## config.mk

```make
export PLATFORM = sky130hd
export DESIGN_NAME = fstf_fifo
export DESIGN_NICKNAME = d
export VERILOG_FILES = /design/src/rtl/core/fstf_pkg.sv /design/src/rtl/core/fstf_fifo.sv
export SDC_FILE = /design/constraint.sdc
export NUM_CORES = 1
export LEC_CHECK = 0
export BUFFER_PORTS_ARGS = -buffer_cell sky130_fd_sc_hd__buf_2
export CAP_MARGIN = 40
export CORE_MARGIN = 8
export CORE_UTILIZATION = 52
export CTS_CLUSTER_SIZE = 8
export DETAILED_ROUTE_END_ITERATION = 8
export PLACE_DENSITY = 0.79
export SLEW_MARGIN = 25
export SYNTH_ARGS = -nofsm -noshare
export SYNTH_HDL_FRONTEND = slang
export SYNTH_SLANG_ARGS = --single-unit
```

## constraint.sdc

```tcl
create_clock -name clk -period 10.2 [get_ports clk]
set_input_delay 1.53 -clock clk [delete_from_list [all_inputs] [get_ports clk]]
set_output_delay 1.53 -clock clk [all_outputs]
set_load 0.05 [all_outputs]
```

## src/rtl/core/fstf_pkg.sv

```systemverilog
// Shared types, constants and arithmetic helpers for the similarity-transform fit unit.
// Used by every module under rtl/core; depends on nothing else.
`timescale 1ns / 1ps

package fstf_pkg;

  localparam int NUM_POINTS_DEF = 5;
  localparam int NUM_POINTS_MAX = 8;
  localparam int NUM_REF        = 5;
  localparam int COORD_W        = 16;
  localparam int REF_W          = 23;
  localparam int MAXLOG         = $clog2(NUM_POINTS_MAX);
  localparam int SX_W           = COORD_W + MAXLOG;
  localparam int SQ_W           = 2 * COORD_W + 1 + MAXLOG;
  localparam int CC_W           = COORD_W + REF_W + 1 + MAXLOG;
  localparam int CS_W           = CC_W + 1;
  localparam int PROD_W         = COORD_W + REF_W;
  localparam int OFF_W          = 8;
  localparam int COEF_W         = 32;
  localparam int WIDE_W         = 64;

  localparam logic [OFF_W-1:0] OFF_RESET = 8'd8;

  localparam logic [REF_W-1:0] REF_U [NUM_REF] = '{
    23'd1985387, 23'd4294692, 23'd3147380, 23'd2198687, 23'd4111067
  };
  localparam logic [REF_W-1:0] REF_V [NUM_REF] = '{
    23'd3387969, 23'd3375196, 23'd4701330, 23'd6053265, 23'd6042688
  };

  typedef struct packed {
    logic [SX_W-1:0]        sx;
    logic [SX_W-1:0]        sy;
    logic [SQ_W-1:0]        ssq;
    logic [CC_W-1:0]        scc;
    logic signed [CS_W-1:0] scs;
    logic [OFF_W-1:0]       off;
  } set_t;

  typedef struct packed {
    logic              start;
    logic [WIDE_W-1:0] num;
    logic [WIDE_W-1:0] den;
  } div_req_t;

  typedef struct packed {
    logic              done;
    logic [WIDE_W-1:0] quo;
    logic [WIDE_W-1:0] rem;
  } div_rsp_t;

  typedef struct packed {
    logic signed [COEF_W-1:0] fwd_a;
    logic signed [COEF_W-1:0] fwd_b;
    logic signed [COEF_W-1:0] fwd_tx;
    logic signed [COEF_W-1:0] fwd_ty;
    logic signed [COEF_W-1:0] inv_a;
    logic signed [COEF_W-1:0] inv_b;
    logic signed [COEF_W-1:0] inv_tx;
    logic signed [COEF_W-1:0] inv_ty;
    logic                     degenerate;
    logic                     saturated;
  } result_t;

  typedef struct packed {
    logic                     sat;
    logic signed [COEF_W-1:0] val;
  } clip_t;

  function automatic logic [WIDE_W-1:0] ref_sum(input logic use_v, input int n);
    logic [WIDE_W-1:0] s;
    s = '0;
    for (int i = 0; i < n; i++) begin
      s = s + WIDE_W'(use_v ? REF_V[i % NUM_REF] : REF_U[i % NUM_REF]);
    end
    return s;
  endfunction

  function automatic logic [WIDE_W-1:0] mag64(input logic signed [WIDE_W-1:0] v);
    return v[WIDE_W-1] ? (~v + 64'd1) : v;
  endfunction

  function automatic clip_t clip32(input logic neg, input logic [WIDE_W-1:0] mag);
    clip_t r;
    r.sat = 1'b0;
    if (neg) begin
      if (mag > 64'h8000_0000) begin
        r.sat = 1'b1;
        r.val = 32'sh8000_0000;
      end else begin
        r.val = COEF_W'(64'd0 - mag);
      end
    end else begin
      if (mag > 64'h7FFF_FFFF) begin
        r.sat = 1'b1;
        r.val = 32'sh7FFF_FFFF;
      end else begin
        r.val = mag[COEF_W-1:0];
      end
    end
    return r;
  endfunction

  function automatic clip_t q16(input logic signed [WIDE_W-1:0] s);
    logic [WIDE_W-1:0] m;
    m = mag64(s);
    m = (m >> 16) + {63'd0, m[15]};
    return clip32(s[WIDE_W-1], m);
  endfunction

endpackage

```

## src/rtl/core/fstf_fifo.sv

```systemverilog
// Two-entry queue of finished landmark sets between the front end and the fit engine.
// Uses fstf_pkg for the entry type.
`timescale 1ns / 1ps

module fstf_fifo (
  input  logic           clk,
  input  logic           rst_n,
  input  logic           push,
  input  fstf_pkg::set_t din,
  output logic           full,
  input  logic           pop,
  output fstf_pkg::set_t dout,
  output logic           empty
);
  import fstf_pkg::*;

  set_t       mem_r [2];
  logic       wr_ptr_r, rd_ptr_r;
  logic [1:0] cnt_r;

  assign full  = (cnt_r == 2'd2);
  assign empty = (cnt_r == 2'd0);
  assign dout  = mem_r[rd_ptr_r];

  always_ff @(posedge clk) begin
    if (!rst_n) begin
      wr_ptr_r <= 1'b0;
      rd_ptr_r <= 1'b0;
      cnt_r    <= '0;
    end else begin
      if (push && !full) begin
        wr_ptr_r <= ~wr_ptr_r;
      end
      if (pop && !empty) begin
        rd_ptr_r <= ~rd_ptr_r;
      end
      cnt_r <= cnt_r + 2'((push && !full) ? 1 : 0) - 2'((pop && !empty) ? 1 : 0);
    end
  end

  always_ff @(posedge clk) begin
    if (push && !full) begin
      mem_r[wr_ptr_r] <= din;
    end
  end

endmodule

```

; Word level (Yosys, flattened, before mapping)
; Memory sizes are Yosys's and may differ from the RTL's. A register that Yosys moved wholly into a read port is not among the register bits.
; Index checks and enable logic that the tools add are counted.
[totals]
input_bits = 173
ramBits = 338
word_cells = 20
n_memories = 1
romBits = 0
reg_bits = 4
latch_bits = 0
[classes]
muxes = 6
reduce_logical = 5
shifts = 0
bitwise_logic = 2
magnitude_cmp = 0
addsub = 2
div = 0
n_eq_ne = 1
mul = 0
[memory_table]
columns = name, words, width, read_ports, rd_clocked_by_memory_dff, write_ports, line_no
row1 = mem_r, 2, 169, 1, 1, 1, fstf_fifo.sv:17  ; set_t mem_r [2];
[op_table]
columns = op, count
row1 = 2-to-1 mux 1 bit, 6
row2 = adder 2 x 1 -> 2 bit, 1
row3 = "== test 2 bit, second input constant", 1
row4 = logical AND 1 bit, 2
row5 = logical NOT 1 bit, 2
row6 = logical NOT 2 bit, 1
row7 = inverter 1 bit, 2
row8 = subtractor 2 x 1 -> 2 bit, 1

; Longest topological paths before layout
[logic_depth]
depth_word = 6
mapped_depth = 8
depth_no_buf = 8

; Worst setup path after synthesis
; Ideal clock, no wire load.
[synth_timing]
path_type = input-to-reg
start = input push
end = memory mem_r[0][0] (netlist bit), enable pin
setup_slack_ns = 0.865
arrival_time_ns = 8.635
setup_time_ns = 0.700
cell_stages = 2
path_cell_list = nand2_1 > nor2_1
[synth_via]
elab_chain_cells = 3
[synth_lines]
columns = element, line_no
row1 = start: declaration, fstf_fifo.sv:8  ; input logic push,
row2 = logical AND 1 bit, fstf_fifo.sv:42  ; if (push && !full) begin
row3 = 2-to-1 mux 1 bit, fstf_fifo.sv:42
row4 = 2-to-1 mux 1 bit (implied by the code), fstf_fifo.sv:43  ; mem_r[wr_ptr_r] <= din;
row5 = end: declaration, fstf_fifo.sv:17
; Every way passes these cells.

==> flow_summary.json <==
{
  "status": "finished clean",
  "relSlewSlack_pct": 49.75,
  "r2r_cells": 6,
  "place_ws_ns": 6.174,
  "ys_seq_area_share_pct": 79.77,
  "start_util_pct": 52.83,
  "portBuffers": 343,
  "netlist.area_leader.share_pct": 79.00,
  "io-pin-count": 344,
  "grt_use_met1_pct": 19.19,
  "final_cell_count_no_fill": 1279,
  "drv_slew": 0,
  "swShare_pct": 36.95,
  "timing.hold.ws_ns": 0.5340,
  "viasPerCell": 5.119,
  "cts_root_buf": "clkbuf_16",
  "p_int_uw": 3275,
  "worstHoldStart": "rd_ptr_r$_SDFFE_PN0P_",
  "synth_largest_area_cell": "edfxtp_1",
  "die_x_um": 173.2,
  "ctsResizeCount": 0,
  "max_freq_mhz": 224.6,
  "path_class": "register to primary output",
  "syn-num-nets": 728,
  "dieArea_um2": 29990,
  "track_usage_pct": 17.22,
  "synth.cell_area_um2": 12850,
  "leakage_uw": 0.006354,
  "grt_pass1_vias": 7242,
  "ys_seq_elements": 343,
  "dp_cells": 1213,
  "cts_setup_buffers": 0,
  "rsz0062_at_grt": "no",
  "seqPwrFrac_pct": 36.7,
  "die_height_um": 173.2,
  "drt_wl_total_mm": 26.74,
  "grt_pass1_wl_mm": 40.40,
  "synth.area.top_cells": "edfxtp_1 79%, mux2_4 12%, mux2_2 6.0%",
  "slowest_delay_ns": 0.83,
  "insertion_delay_ns": 0.53,
  "final_design_area_no_fill_um2": 16350,
  "antenna_found_initial": 5,
  "crit_required_ns": 8.67,
  "synth_cell_type_count": 18,
  "grt_use_met3_pct": 7.319,
  "final_nets": 1115,
  "clkTransAtPathRegs_ns": 0.04,
  "ys_warn_count": 0,
  "num_rows": 57,
  "drc_errors": 0,
  "p_switching_uw": 1919,
  "path_cells": "buf_4 > buf_12 > mux2_2 > buf_2",
  "num_vias": 6547,
  "avgSynthCellArea_um2": 23.23,
  "met2_usage_pct": 29.66,
  "holdPathStages": 2,
  "cts_buffers": 49,
  "finalSetupViolCount": 0,
  "grt_remaining_overflow": 0,
  "cts.sinks": 343,
  "routabilityCongestion": 0.7129,
  "cts-hold-fix-buffers": 0,
  "path_max_fanout": 51,
  "worst_slew_pin_slew_ns": 0.7519,
  "drv_cap": 0,
  "r2r_slack_ns": 7.30,
  "clkPwrFrac_pct": 26.9,
  "cp-end-kind": "primary output",
  "irDropWorstVdd_v": 0.0002303,
  "ant_nets": 0,
  "dr.pass1.iters": 4,
  "drive_gt1_share_pct": 61.03,
  "top_usage_layer": "met2",
  "path_depth": 4,
  "worstHoldEndpoint": "rd_ptr_r$_SDFFE_PN0P_",
  "post_dp_cell_area_um2": 15010,
  "layout_min_cycle_time_ns": 4.452,
  "crit_family": "buffers and inverters",
  "dp_hpwl_mm": 18.65,
  "powerDensity_nw_per_um2": 317.8,
  "wire_per_inst_um": 20.90,
  "core_area_um2": 24320,
  "drt_iter0_drc": 427,
  "r2r-start": "cnt_r[0]$_SDFF_PN0_",
  "grt_start_max_net_pins": 53,
  "synthCells": 553,
  "area_delta_synth_final_pct": 27.23,
  "reg2reg_to": "mem_r[0][102]$_DFFE_PP_",
  "worstPathArrival_ns": 2.92,
  "worst_slack_ns": 5.748,
  "power_frac_comb_pct": 36.5,
  "cts_tree": "built",
  "final.setup.tns_ns": 0,
  "clockBufferDepth": 3,
  "slowest_stage": "dfxtp_4",
  "hold_viol": 0,
  "min_period_over_period_pct": 43.65,
  "cts_max_level": 2,
  "hp-class": "register to register",
  "cp_num_buf_inv": 3,
  "finClkSkew_ns": 0.02040,
  "startpoint_type": "register"
}
power groups by stage:
stage	sequential, uW	combinational (uW)	clock [uW]
after global placement	1920	1870	0
after detailed placement	1930	1910	0
after CTS	1910	1920	1430
after global routing	1930	1970	1490
final	1910	1890	1400
after floorplan	1940	1550	0
cell type report:
type	count	area, um^2
fill	1585	7973
clock buffer	60	1310
multi-input combinational	188	2417
sequential	343	10250
antenna	3	7.507
inverter	3	11.26
tap	324	405.4
timing repair buffer	355	1919
clock inverter	3	22.52
sequential cells by signal, summed over array words and instances (netlist names), named ones only:
name,cells
mem_r,338
cnt_r,2
rd_ptr_r,1
wr_ptr_r,1
per-stage QoR:
step	utilization, %	power (uW)
finish	67.22	5195
detailed placement	61.71	3845
global route	67.22	5389
CTS	67.19	5256
global placement	61.06	3792
floorplan	-	3488
worst max path at each step:
stage	end	slack (ns)
finish	dout[159]	5.75
global route	dout[159]	5.60
CTS	dout[159]	5.67
detailed placement	mem_r[0][50]$_DFFE_PP_	6.17
global placement	mem_r[0][50]$_DFFE_PP_	5.56
floorplan	mem_r[0][0]$_DFFE_PP_	0.86
worst min-delay path: stages (launching register included):
cell and delay (ns):
dfxtp_1 0.33, xnor2_1 0.09, nor2_1 0.08
placed cells by master, fill, tap and decap left out, types with 3 or more instances in the layout:
cell	instances
buf_2	343
edfxtp_1	338
mux2_4	101
mux2_2	68
clkbuf_16	51
clkbuf_1	9
buf_4	6
buf_16	5
nor2_1	4
dfxtp_1	4
diode_2	3
inv_1	3
cells by family after synthesis:
family          share of synthesized area [%]
flops                                   79.77
mux                                     17.84
buf+inv                                 1.509
simple gates                           0.4869
xor+xnor                               0.1364
fa+ha+maj                              0.1947
compound gates                        0.05845
cells in the mapped netlist:
master / number
xor2_1: 1
and2_1: 2
edfxtp_1: 338
mux2_4: 101
nand2_1: 2
xnor2_1: 1
mux2i_1: 1
mux2_2: 68
buf_2: 5
and3_1: 1
o21a_1: 1
nor2_1: 5
ha_1: 2
dfxtp_1: 5
nand2b_1: 2
inv_1: 3
nor3_1: 1
buf_6: 14
routing by layer:
layer | vias to the layer above | wire length (um)
li1 | 2966 | -
met1 | 3218 | 9893
met2 | 318 | 13630
met3 | 41 | 2765
met4 | 4 | 431
met5 | - | 20
Note: power is estimated with default switching activity, not from simulation.
