$ cat src/rtl/core/fstf_pkg.sv
// Shared types, constants and arithmetic helpers for the similarity-transform fit unit.
// Used by every module under rtl/core; depends on nothing else.
`timescale 1ns / 1ps

package fstf_pkg;

  localparam int NUM_POINTS_DEF = 5;
  localparam int NUM_POINTS_MAX = 8;
  localparam int NUM_REF        = 5;
  localparam int COORD_W        = 16;
  localparam int REF_W          = 23;
  localparam int MAXLOG         = $clog2(NUM_POINTS_MAX);
  localparam int SX_W           = COORD_W + MAXLOG;
  localparam int SQ_W           = 2 * COORD_W + 1 + MAXLOG;
  localparam int CC_W           = COORD_W + REF_W + 1 + MAXLOG;
  localparam int CS_W           = CC_W + 1;
  localparam int PROD_W         = COORD_W + REF_W;
  localparam int OFF_W          = 8;
  localparam int COEF_W         = 32;
  localparam int WIDE_W         = 64;

  localparam logic [OFF_W-1:0] OFF_RESET = 8'd8;

  localparam logic [REF_W-1:0] REF_U [NUM_REF] = '{
    23'd1985387, 23'd4294692, 23'd3147380, 23'd2198687, 23'd4111067
  };
  localparam logic [REF_W-1:0] REF_V [NUM_REF] = '{
    23'd3387969, 23'd3375196, 23'd4701330, 23'd6053265, 23'd6042688
  };

  typedef struct packed {
    logic [SX_W-1:0]        sx;
    logic [SX_W-1:0]        sy;
    logic [SQ_W-1:0]        ssq;
    logic [CC_W-1:0]        scc;
    logic signed [CS_W-1:0] scs;
    logic [OFF_W-1:0]       off;
  } set_t;

  typedef struct packed {
    logic              start;
    logic [WIDE_W-1:0] num;
    logic [WIDE_W-1:0] den;
  } div_req_t;

  typedef struct packed {
    logic              done;
    logic [WIDE_W-1:0] quo;
    logic [WIDE_W-1:0] rem;
  } div_rsp_t;

  typedef struct packed {
    logic signed [COEF_W-1:0] fwd_a;
    logic signed [COEF_W-1:0] fwd_b;
    logic signed [COEF_W-1:0] fwd_tx;
    logic signed [COEF_W-1:0] fwd_ty;
    logic signed [COEF_W-1:0] inv_a;
    logic signed [COEF_W-1:0] inv_b;
    logic signed [COEF_W-1:0] inv_tx;
    logic signed [COEF_W-1:0] inv_ty;
    logic                     degenerate;
    logic                     saturated;
  } result_t;

  typedef struct packed {
    logic                     sat;
    logic signed [COEF_W-1:0] val;
  } clip_t;

  function automatic logic [WIDE_W-1:0] ref_sum(input logic use_v, input int n);
    logic [WIDE_W-1:0] s;
    s = '0;
    for (int i = 0; i < n; i++) begin
      s = s + WIDE_W'(use_v ? REF_V[i % NUM_REF] : REF_U[i % NUM_REF]);
    end
    return s;
  endfunction

  function automatic logic [WIDE_W-1:0] mag64(input logic signed [WIDE_W-1:0] v);
    return v[WIDE_W-1] ? (~v + 64'd1) : v;
  endfunction

  function automatic clip_t clip32(input logic neg, input logic [WIDE_W-1:0] mag);
    clip_t r;
    r.sat = 1'b0;
    if (neg) begin
      if (mag > 64'h8000_0000) begin
        r.sat = 1'b1;
        r.val = 32'sh8000_0000;
      end else begin
        r.val = COEF_W'(64'd0 - mag);
      end
    end else begin
      if (mag > 64'h7FFF_FFFF) begin
        r.sat = 1'b1;
        r.val = 32'sh7FFF_FFFF;
      end else begin
        r.val = mag[COEF_W-1:0];
      end
    end
    return r;
  endfunction

  function automatic clip_t q16(input logic signed [WIDE_W-1:0] s);
    logic [WIDE_W-1:0] m;
    m = mag64(s);
    m = (m >> 16) + {63'd0, m[15]};
    return clip32(s[WIDE_W-1], m);
  endfunction

endpackage

$ cat src/rtl/core/fstf_front.sv
// Front end: accepts landmark requests, accumulates the per-set sums with one shared
// multiplier and pushes a finished set into the queue. Uses fstf_pkg.
`timescale 1ns / 1ps

module fstf_front #(
  parameter int NUM_POINTS = fstf_pkg::NUM_POINTS_DEF
) (
  input  logic                                 clk,
  input  logic                                 rst_n,
  input  logic                                 start,
  output logic                                 busy,
  input  logic [fstf_pkg::COORD_W-1:0]         x_coord,
  input  logic [fstf_pkg::COORD_W-1:0]         y_coord,
  input  logic                                 cfg_valid,
  output logic                                 cfg_ready,
  input  logic [fstf_pkg::OFF_W-1:0]           cfg_data,
  input  logic                                 q_full,
  output logic                                 q_push,
  output fstf_pkg::set_t                       q_data
);
  import fstf_pkg::*;

  localparam int CNT_W = (NUM_POINTS > 2) ? $clog2(NUM_POINTS) : 1;
  localparam logic [CNT_W-1:0] CNT_LAST = CNT_W'(NUM_POINTS - 1);
  localparam logic [2:0] STEP_LAST = 3'd6;
  localparam logic [2:0] RIDX_LAST = 3'(NUM_REF - 1);

  typedef enum logic [1:0] {
    F_IDLE = 2'b01,
    F_RUN  = 2'b10
  } fstate_t;

  fstate_t                state_r, state_nxt;
  logic [2:0]             step_r, step_nxt;
  logic [CNT_W-1:0]       cnt_r, cnt_nxt;
  logic [2:0]             ridx_r, ridx_nxt;
  logic [COORD_W-1:0]     x_r, y_r;
  logic [OFF_W-1:0]       off_r;
  logic [PROD_W-1:0]      prod_r;
  logic [SX_W-1:0]        sx_r, sx_nxt, sy_r, sy_nxt;
  logic [SQ_W-1:0]        ssq_r, ssq_nxt;
  logic [CC_W-1:0]        scc_r, scc_nxt;
  logic signed [CS_W-1:0] scs_r, scs_nxt;
  logic [COORD_W-1:0]     op_a;
  logic [REF_W-1:0]       op_b;
  logic                   accept;

  assign busy      = (state_r == F_RUN) || q_full;
  assign accept    = start && !busy;
  assign cfg_ready = 1'b1;

  always_comb begin
    op_a = x_r;
    op_b = '0;
    case (step_r)
      3'd0: begin op_a = x_r; op_b = REF_U[ridx_r]; end
      3'd1: begin op_a = y_r; op_b = REF_V[ridx_r]; end
      3'd2: begin op_a = x_r; op_b = REF_W'(x_r); end
      3'd3: begin op_a = y_r; op_b = REF_W'(y_r); end
      3'd4: begin op_a = y_r; op_b = REF_U[ridx_r]; end
      3'd5: begin op_a = x_r; op_b = REF_V[ridx_r]; end
      default: begin op_a = x_r; op_b = '0; end
    endcase
  end

  always_comb begin
    state_nxt = state_r;
    step_nxt  = step_r;
    cnt_nxt   = cnt_r;
    ridx_nxt  = ridx_r;
    sx_nxt    = sx_r;
    sy_nxt    = sy_r;
    ssq_nxt   = ssq_r;
    scc_nxt   = scc_r;
    scs_nxt   = scs_r;
    q_push    = 1'b0;
    unique case (state_r)
      F_IDLE: begin
        if (accept) begin
          state_nxt = F_RUN;
          step_nxt  = '0;
          sx_nxt    = sx_r + SX_W'(x_coord);
          sy_nxt    = sy_r + SX_W'(y_coord);
        end
      end
      F_RUN: begin
        step_nxt = step_r + 3'd1;
        case (step_r)
          3'd1, 3'd2: scc_nxt = scc_r + CC_W'(prod_r);
          3'd3, 3'd4: ssq_nxt = ssq_r + SQ_W'(prod_r);
          3'd5: scs_nxt = scs_r + $signed(CS_W'(prod_r));
          3'd6: scs_nxt = scs_r - $signed(CS_W'(prod_r));
          default: ;
        endcase
        if (step_r == STEP_LAST) begin
          state_nxt = F_IDLE;
          if (cnt_r == CNT_LAST) begin
            q_push  = 1'b1;
            cnt_nxt = '0;
            ridx_nxt = '0;
          end else begin
            cnt_nxt  = cnt_r + CNT_W'(1);
            ridx_nxt = (ridx_r == RIDX_LAST) ? 3'd0 : ridx_r + 3'd1;
          end
        end
      end
      default: state_nxt = F_IDLE;
    endcase
  end

  assign q_data = '{sx: sx_nxt, sy: sy_nxt, ssq: ssq_nxt, scc: scc_nxt, scs: scs_nxt,
                    off: off_r};

  always_ff @(posedge clk) begin
    if (!rst_n) begin
      state_r <= F_IDLE;
      step_r  <= '0;
      cnt_r   <= '0;
      ridx_r  <= '0;
      off_r   <= OFF_RESET;
      sx_r    <= '0;
      sy_r    <= '0;
      ssq_r   <= '0;
      scc_r   <= '0;
      scs_r   <= '0;
    end else begin
      state_r <= state_nxt;
      step_r  <= step_nxt;
      cnt_r   <= cnt_nxt;
      ridx_r  <= ridx_nxt;
      if (cfg_valid) begin
        off_r <= cfg_data;
      end
      if (q_push) begin
        sx_r  <= '0;
        sy_r  <= '0;
        ssq_r <= '0;
        scc_r <= '0;
        scs_r <= '0;
      end else begin
        sx_r  <= sx_nxt;
        sy_r  <= sy_nxt;
        ssq_r <= ssq_nxt;
        scc_r <= scc_nxt;
        scs_r <= scs_nxt;
      end
    end
  end

  always_ff @(posedge clk) begin
    if (accept) begin
      x_r <= x_coord;
      y_r <= y_coord;
    end
    prod_r <= PROD_W'(op_a) * PROD_W'(op_b);
  end

endmodule

$ cat config.mk
export PLATFORM = sky130hd
export DESIGN_NAME = fstf_front
export DESIGN_NICKNAME = d
export VERILOG_FILES = /design/src/rtl/core/fstf_pkg.sv /design/src/rtl/core/fstf_front.sv
export SDC_FILE = /design/constraint.sdc
export NUM_CORES = 2
export LEC_CHECK = 0
export BUFFER_PORTS_ARGS = -buffer_cell sky130_fd_sc_hd__buf_2
export CAP_MARGIN = 25
export CELL_PAD_IN_SITES_DETAIL_PLACEMENT = 0
export CELL_PAD_IN_SITES_GLOBAL_PLACEMENT = 1
export CORE_MARGIN = 1.5
export CORE_UTILIZATION = 43
export CTS_CLUSTER_SIZE = 25
export DETAILED_ROUTE_END_ITERATION = 16
export HOLD_SLACK_MARGIN = 0.06
export PLACE_DENSITY = 0.78
export SYNTH_ARGS = -nofsm -noshare
export SYNTH_HDL_FRONTEND = slang
export SYNTH_SLANG_ARGS = --single-unit
$ cat constraint.sdc
create_clock -name clk -period 7.3 [get_ports clk]
set_clock_uncertainty 0.05 [all_clocks]
set_input_delay 0 -clock clk [delete_from_list [all_inputs] [get_ports clk]]
set_output_delay 0 -clock clk [all_outputs]
set_load 0.05 [all_outputs]
# Yosys cells after proc, flatten, opt, wreduce, memory -nomap -nowiden
# Memories as Yosys holds them, arrays and structs flattened.
# Index checks and enable logic that the tools add are counted.
[totals]
rom_bits = 368
out_inout_bits = 172
latchBits = 0
n_memories = 2
register_bits = 251
input_bits = 45
elab_cells = 81
ram_bits = 0
[op_classes]
bitwise_logic = 2
n_eq_ne = 12
n_addsub = 9
reduce_logical = 14
n_mux = 27
n_mul = 1
div = 0
n_lt_le_gt_ge = 1
shifts = 0
[mem_list]
columns = ["memory", "words", "word_bits", "rd", "rd_clocked_by_memory_dff", "wr", "line", "source"]
rows = [
  ["(name not given)", 8, 23, 1, 0, 0, "fstf_front.sv:61", "3'd5: begin op_a = x_r; op_b = REF_V[ridx_r]; end"],
  ["(name not given)", 8, 23, 1, 0, 0, "fstf_front.sv:60", "3'd4: begin op_a = y_r; op_b = REF_U[ridx_r]; end"],
]
[ops]
columns = ["op", "n"]
rows = [
  ["$mux 23", 4],
  ["$pmux 23 s4", 1],
  ["$pmux 44 s2", 1],
  ["$mux 43", 2],
  ["$mux 19", 4],
  ["$mux 36", 2],
  ["$add 44x40->44", 1],
  ["$mux 44", 1],
  ["$sub 44x40->44", 1],
  ["$add 43x39->43", 1],
  ["$mul 16x23->39", 1],
  ["$add 19x16->19", 2],
  ["$add 36x36->36", 1],
  ["$mux 16", 1],
  ["$eq 3x3->1 const B", 5],
  ["$mux 3", 4],
  ["$reduce_or 2->1", 5],
  ["$add 3x1->3 const B", 3],
  ["$eq 3x2->1 const B", 2],
  ["$pmux 3 s2", 1],
  ["$reduce_and 2->1", 3],
  ["$ge 4x4->1 const B", 1],
  ["$mux 2", 2],
  ["$not 3->4", 1],
  ["other kinds (14)", 16],
]

# Longest topological paths before layout
[logic_depth]
word_depth = 6
ltp_mapped = 31
ltp_nobuf = 30

# Worst setup path before layout
# Ideal clock, no wire load.
[synth_timing]
path_kind = "flip-flop to flip-flop"
start = "reg step_r[1]"
end = "reg prod_r[37]"
t_required_ns = 7.178
path_stages_with_launch = 31
setup_slack_ns = -0.412
period_less_slack_ns = 7.712
arrival_ns = 7.589
setup_ns = 0.072
n_path_buf = 4
path_cell_list = "dfxtp_1 > inv_1 > ha_1 > or3_1 > o21ai_0 > clkbuf_1 > buf_2 > mux2i_1 > clkbuf_1 > nor2_1 > fa_1 > inv_1 > fa_1 > fa_1 > inv_1 > fa_1 > fa_1 > inv_1 > fa_1 > inv_1 > ha_1 > clkbuf_1 > a211oi_1 > o21ai_0 > a221oi_1 > nand3_1 > o211ai_1 > o21ai_0 > or4_1 > a31oi_1 > xnor2_1"
[synth_between]
elab_chain_cells = 4
word_cells_on_any_way = 12
classes_between = "mul (1); eq/ne (5); mux (2); reduce/logical (4)"
[synth_rtl]
columns = ["item", "line", "source"]
rows = [
  ["start, declared", "fstf_front.sv:34", "logic [2:0] step_r, step_nxt;"],
  ["start signal, assigned", "fstf_front.sv:128", "step_r <= step_nxt;"],
  ["$eq 3x3->1, or another cell as far along", "fstf_front.sv:55", "case (step_r)"],
  ["$reduce_or 2->1 (no line) / $reduce_or 3->1 (equally long branches)", "--", ""],
  ["$pmux 23 s4 / $mux 16 (equally long branches)", "fstf_front.sv:55", ""],
  ["$mul 16x23->39 (*)", "fstf_front.sv:155", "prod_r <= PROD_W'(op_a) * PROD_W'(op_b);"],
  ["end signal, assigned", "fstf_front.sv:155", ""],
  ["end, declared", "fstf_front.sv:39", "logic [PROD_W-1:0] prod_r;"],
]
# Mark *: on every way between the ends. The rest lies on a longest branch, timed or not.
# A chain may end at the register's enable or synchronous reset.

# Worst setup path after layout
[layout_timing]
start = "reg step_r[0]"
end = "reg prod_r[37]"
# The elaborated chain is that of the path after synthesis.

==> impl_results.md <==
- Clk Latency, worst-skew pair: 560 ps
- Diodes inserted: 0
- Number of synthesized flops with an enable pin: 32
- Crit path kind: reg -> reg
- Setup slack, reg-to-reg: -110 ps
- Layout cells sized above 1: 17.6%
- Rel. slew slack: 34.5%
- Clk sinks: 251
- Area Overhead vs Synth: 22.1%
- Max_cap viols: 0
- Max stage delay on crit path: 560 ps
- Sw frac: 46.0%
- Cell family with most CP delay: adder cells
- CTS tree: built
- Int Pwr: 6.98 mW
- # rows: 96
- Vias in the first global route: 27200
- Psw: 5.95 mW
- R2R cell count: 30
- Synth area leader: fa_1
- Maximum vdd drop: 0.529 mV
- Final critical-path required period: 7410 ps
- Logic pwr share: 70.3%
- WP buf/inv: 9
- Final Util: 53.3%
- Ranking of synthesized cells by area: fa_1 (20%), dfxtp_1 (15%), ha_1 (11%)
- Crit-path slowest cell: fa_1
- Setup crit start kind: register
- Die H: 268 um
- # IOs: 217
- RR Startpoint: step_r[0]
- Via density: 5.43
- Slew Limit Fails: 0
- Initial antenna violation count: 0
- Synth cell count leaders: nand2_1 (582), inv_1 (409), fa_1 (297)
- CTS buffer count: 34
- WL per Instance: 19.7 um
- Max clock buf depth: 3
- Clock power frac: 13.5%
- Final Wtd Congestion: 0.949
- Total congestion overflow: 0
- Worst EP required: 7690 ps
- Area of the multi-input gates: 23400 sq um
- NumNets Final: 4796
- Root Buffer: clkbuf_16
- Post-route ant nets: 0
- Status: complete, but fails checks
- Crit Reg-Reg Endpoint: prod_r[37]
- Failing checks: setup timing
- Min-Delay Path Class: in -> reg
- Hpwl dp: 78800 um
- Top_reg_cell synth: dfxtp_1
- H-Tree Depth: 2
- Register bit total from synthesis: 251
- Hold Fails Final Rpt: 0
- Count leader, synth: nand2_1
- Die W: 268 um
- Iter 0 DRT Violations: 1930
- Seq pwr share: 16.2%
- P per Cell Area: 351 nW/um^2
- WP data arrival: 7800 ps
- RSZ-0062 raised after global routing: true
- Maximum achievable frequency: 0.135 GHz
- # DRC: 0
- Worst hold margin: 145 ps
- Crit. End Element: register
- Syn. warnings: 0
- Initial DRT Pass Iterations: 6
- Mapped Cells: 3715
- GRT Util Overall: 27.8%
- Syn avg cell area: 8.12 sq um
- Post-Syn Nets: 4334
- Seq/Total Area, Yosys: 17.7%
- Worst-margin pin slew: 982 ps
- Starting Density: 43.7%
- Pleak: 18.2 nW
- First-pass GRT wire length: 154000 um
- Port Buffers: 215
- Distinct cell type count after synthesis: 87
- Setup Viol. Count Final: 1
- Crit-path max FO: 6
- Hold Startpoint: y_coord[8]
- Largest net degree at the start of global routing: 74
- Clk slew on worst S/H paths: 60 ps
- Post-Syn Area: 30200 sq um
- Final Worst Setup Slack: -109 ps
- Yosys top cell area share: 19.7%
- Async set-reset flop share out of synthesis: 0%
- Hold Path End: y_r[8]
- Reg area: 5350 sq um
- Total number of vias: 27800
- Most frequent CP cell: fa_1
- Die ar.: 71700 sq um
- WHS Path Cells: 2
- Core ar.: 69100 sq um
- Total Wirelength: 101000 um
- Fin crit share: 101%
- Fill cells: 6559
==> metal layers <==
layer	part of all wire (%)	wire length, um	GRT usage (%)	vias to the layer above
met1	43	43100	35.5	13400
met5	0	0	0	-
met2	47	47200	46.6	803
met4	5.3	5390	13.0	0
met3	5.5	5590	3.93	220
li1	-	-	-	13500
==> area by class of cell <==
class	count	area share, %
repair buffers	572	11.4
clock buffers	46	2.65
well taps	931	3.16
clock inverters	14	0.452
flip-flops and latches	251	14.5
multi-input cells	2909	63.6
inverters	409	4.17
==> cell families after synthesis <==
kind of cell,after synthesis,share of synthesized area [%]
AND/OR/NAND/NOR,1269,19.0
AO/OA/AOI/OAI,802,17.2
adder cells (fa/ha/maj),574,31.2
buffers and inverters,561,7.01
flip-flops,251,17.7
XOR/XNOR,181,5.26
multiplexers,76,2.68
other,1,0.0124
==> timing repair <==
item                                    4_1_cts  5_1_grt
buffers inserted                             34       24
gates cloned                                  8        0
pin swaps                                    28       47
hold buffers                                 60        0
gates resized for setup                      81       79
endpoints found under the setup margin       11       18
hold endpoints to repair                     68        0
==> worst reg2reg max path: cells and delay by family (launching register included) <==
family / cells / cell delay [ps]
multiplexers: 1 / 170
adder cells (fa/ha/maj): 8 / 3320
AND/OR/NAND/NOR: 4 / 960
XOR/XNOR: 1 / 100
buffers and inverters: 9 / 1050
flip-flops: 1 / 360
AO/OA/AOI/OAI: 7 / 1290
==> how the worst max path moves through the flow <==
stage,to,slack [ps],start,cells after the start
3_5_place_dp,prod_r[35],-400,step_r[0],29
3_3_place_gp,prod_r[35],-210,step_r[1],25
4_1_cts,prod_r[37],-10,step_r[0],29
5_1_grt,prod_r[37],-330,step_r[0],29
2_1_floorplan,prod_r[37],-3,step_r[2],27
6_report,prod_r[37],-110,step_r[0],30
==> flip-flops by register name, summed over array words and instances, names as in the netlist, 16 cells and up <==
register	count
ssq_r	36
sx_r	19
scc_r	43
prod_r	39
scs_r	44
x_r	16
sy_r	19
y_r	16
==> per-stage QoR <==
step                total power [mW]  setup TNS [ps]  instances  instance area, sq um  setup slack [ps]
floorplan                       7.10           -3.21       3715                 30200             -3.21
global placement                10.0            -809       4945                 33700              -213
detailed placement              10.0           -1880       4946                 33700              -396
CTS                             12.4           -14.1       5108                 36300             -14.1
global route                    14.1           -1310       5132                 36800              -335
finish                          12.9            -109       5132                 36800              -109
==> power groups by stage <==
stage,Clock [mW],Sequential [mW],Combinational [mW]
2_1_floorplan,0,1.78,5.32
3_3_place_gp,0,2.11,7.88
3_5_place_dp,0,2.11,7.93
4_1_cts,1.78,2.08,8.54
5_1_grt,1.83,2.08,10.2
6_report,1.74,2.10,9.09
==> placed cells by master, fill, tap and decap left out, types with 20 or more instances in the layout <==
cell / Yosys / routed
o211ai_1: 20 / 20
dlygate4sd3_1: 0 / 60
nand4_1: 33 / 33
o21a_1: 27 / 27
mux2i_1: 37 / 35
o21ai_0: 171 / 161
nand3_1: 61 / 59
nor2_1: 277 / 271
xnor2_1: 106 / 106
dfxtp_1: 219 / 217
buf_2: 2 / 215
a21oi_1: 236 / 230
o21bai_1: 21 / 21
inv_1: 409 / 401
a211oi_1: 29 / 25
nand2_1: 582 / 577
and2_1: 115 / 115
buf_4: 1 / 258
buf_6: 0 / 24
edfxtp_1: 32 / 32
a31oi_1: 27 / 22
a21o_1: 95 / 95
clkbuf_16: 0 / 35
o31ai_1: 31 / 30
nor3_1: 43 / 39
fa_1: 297 / 291
mux2_2: 39 / 27
ha_1: 277 / 260
xor2_1: 75 / 75
nand2b_1: 31 / 31
nor2b_1: 39 / 36
(Power assumes the default switching activity.)
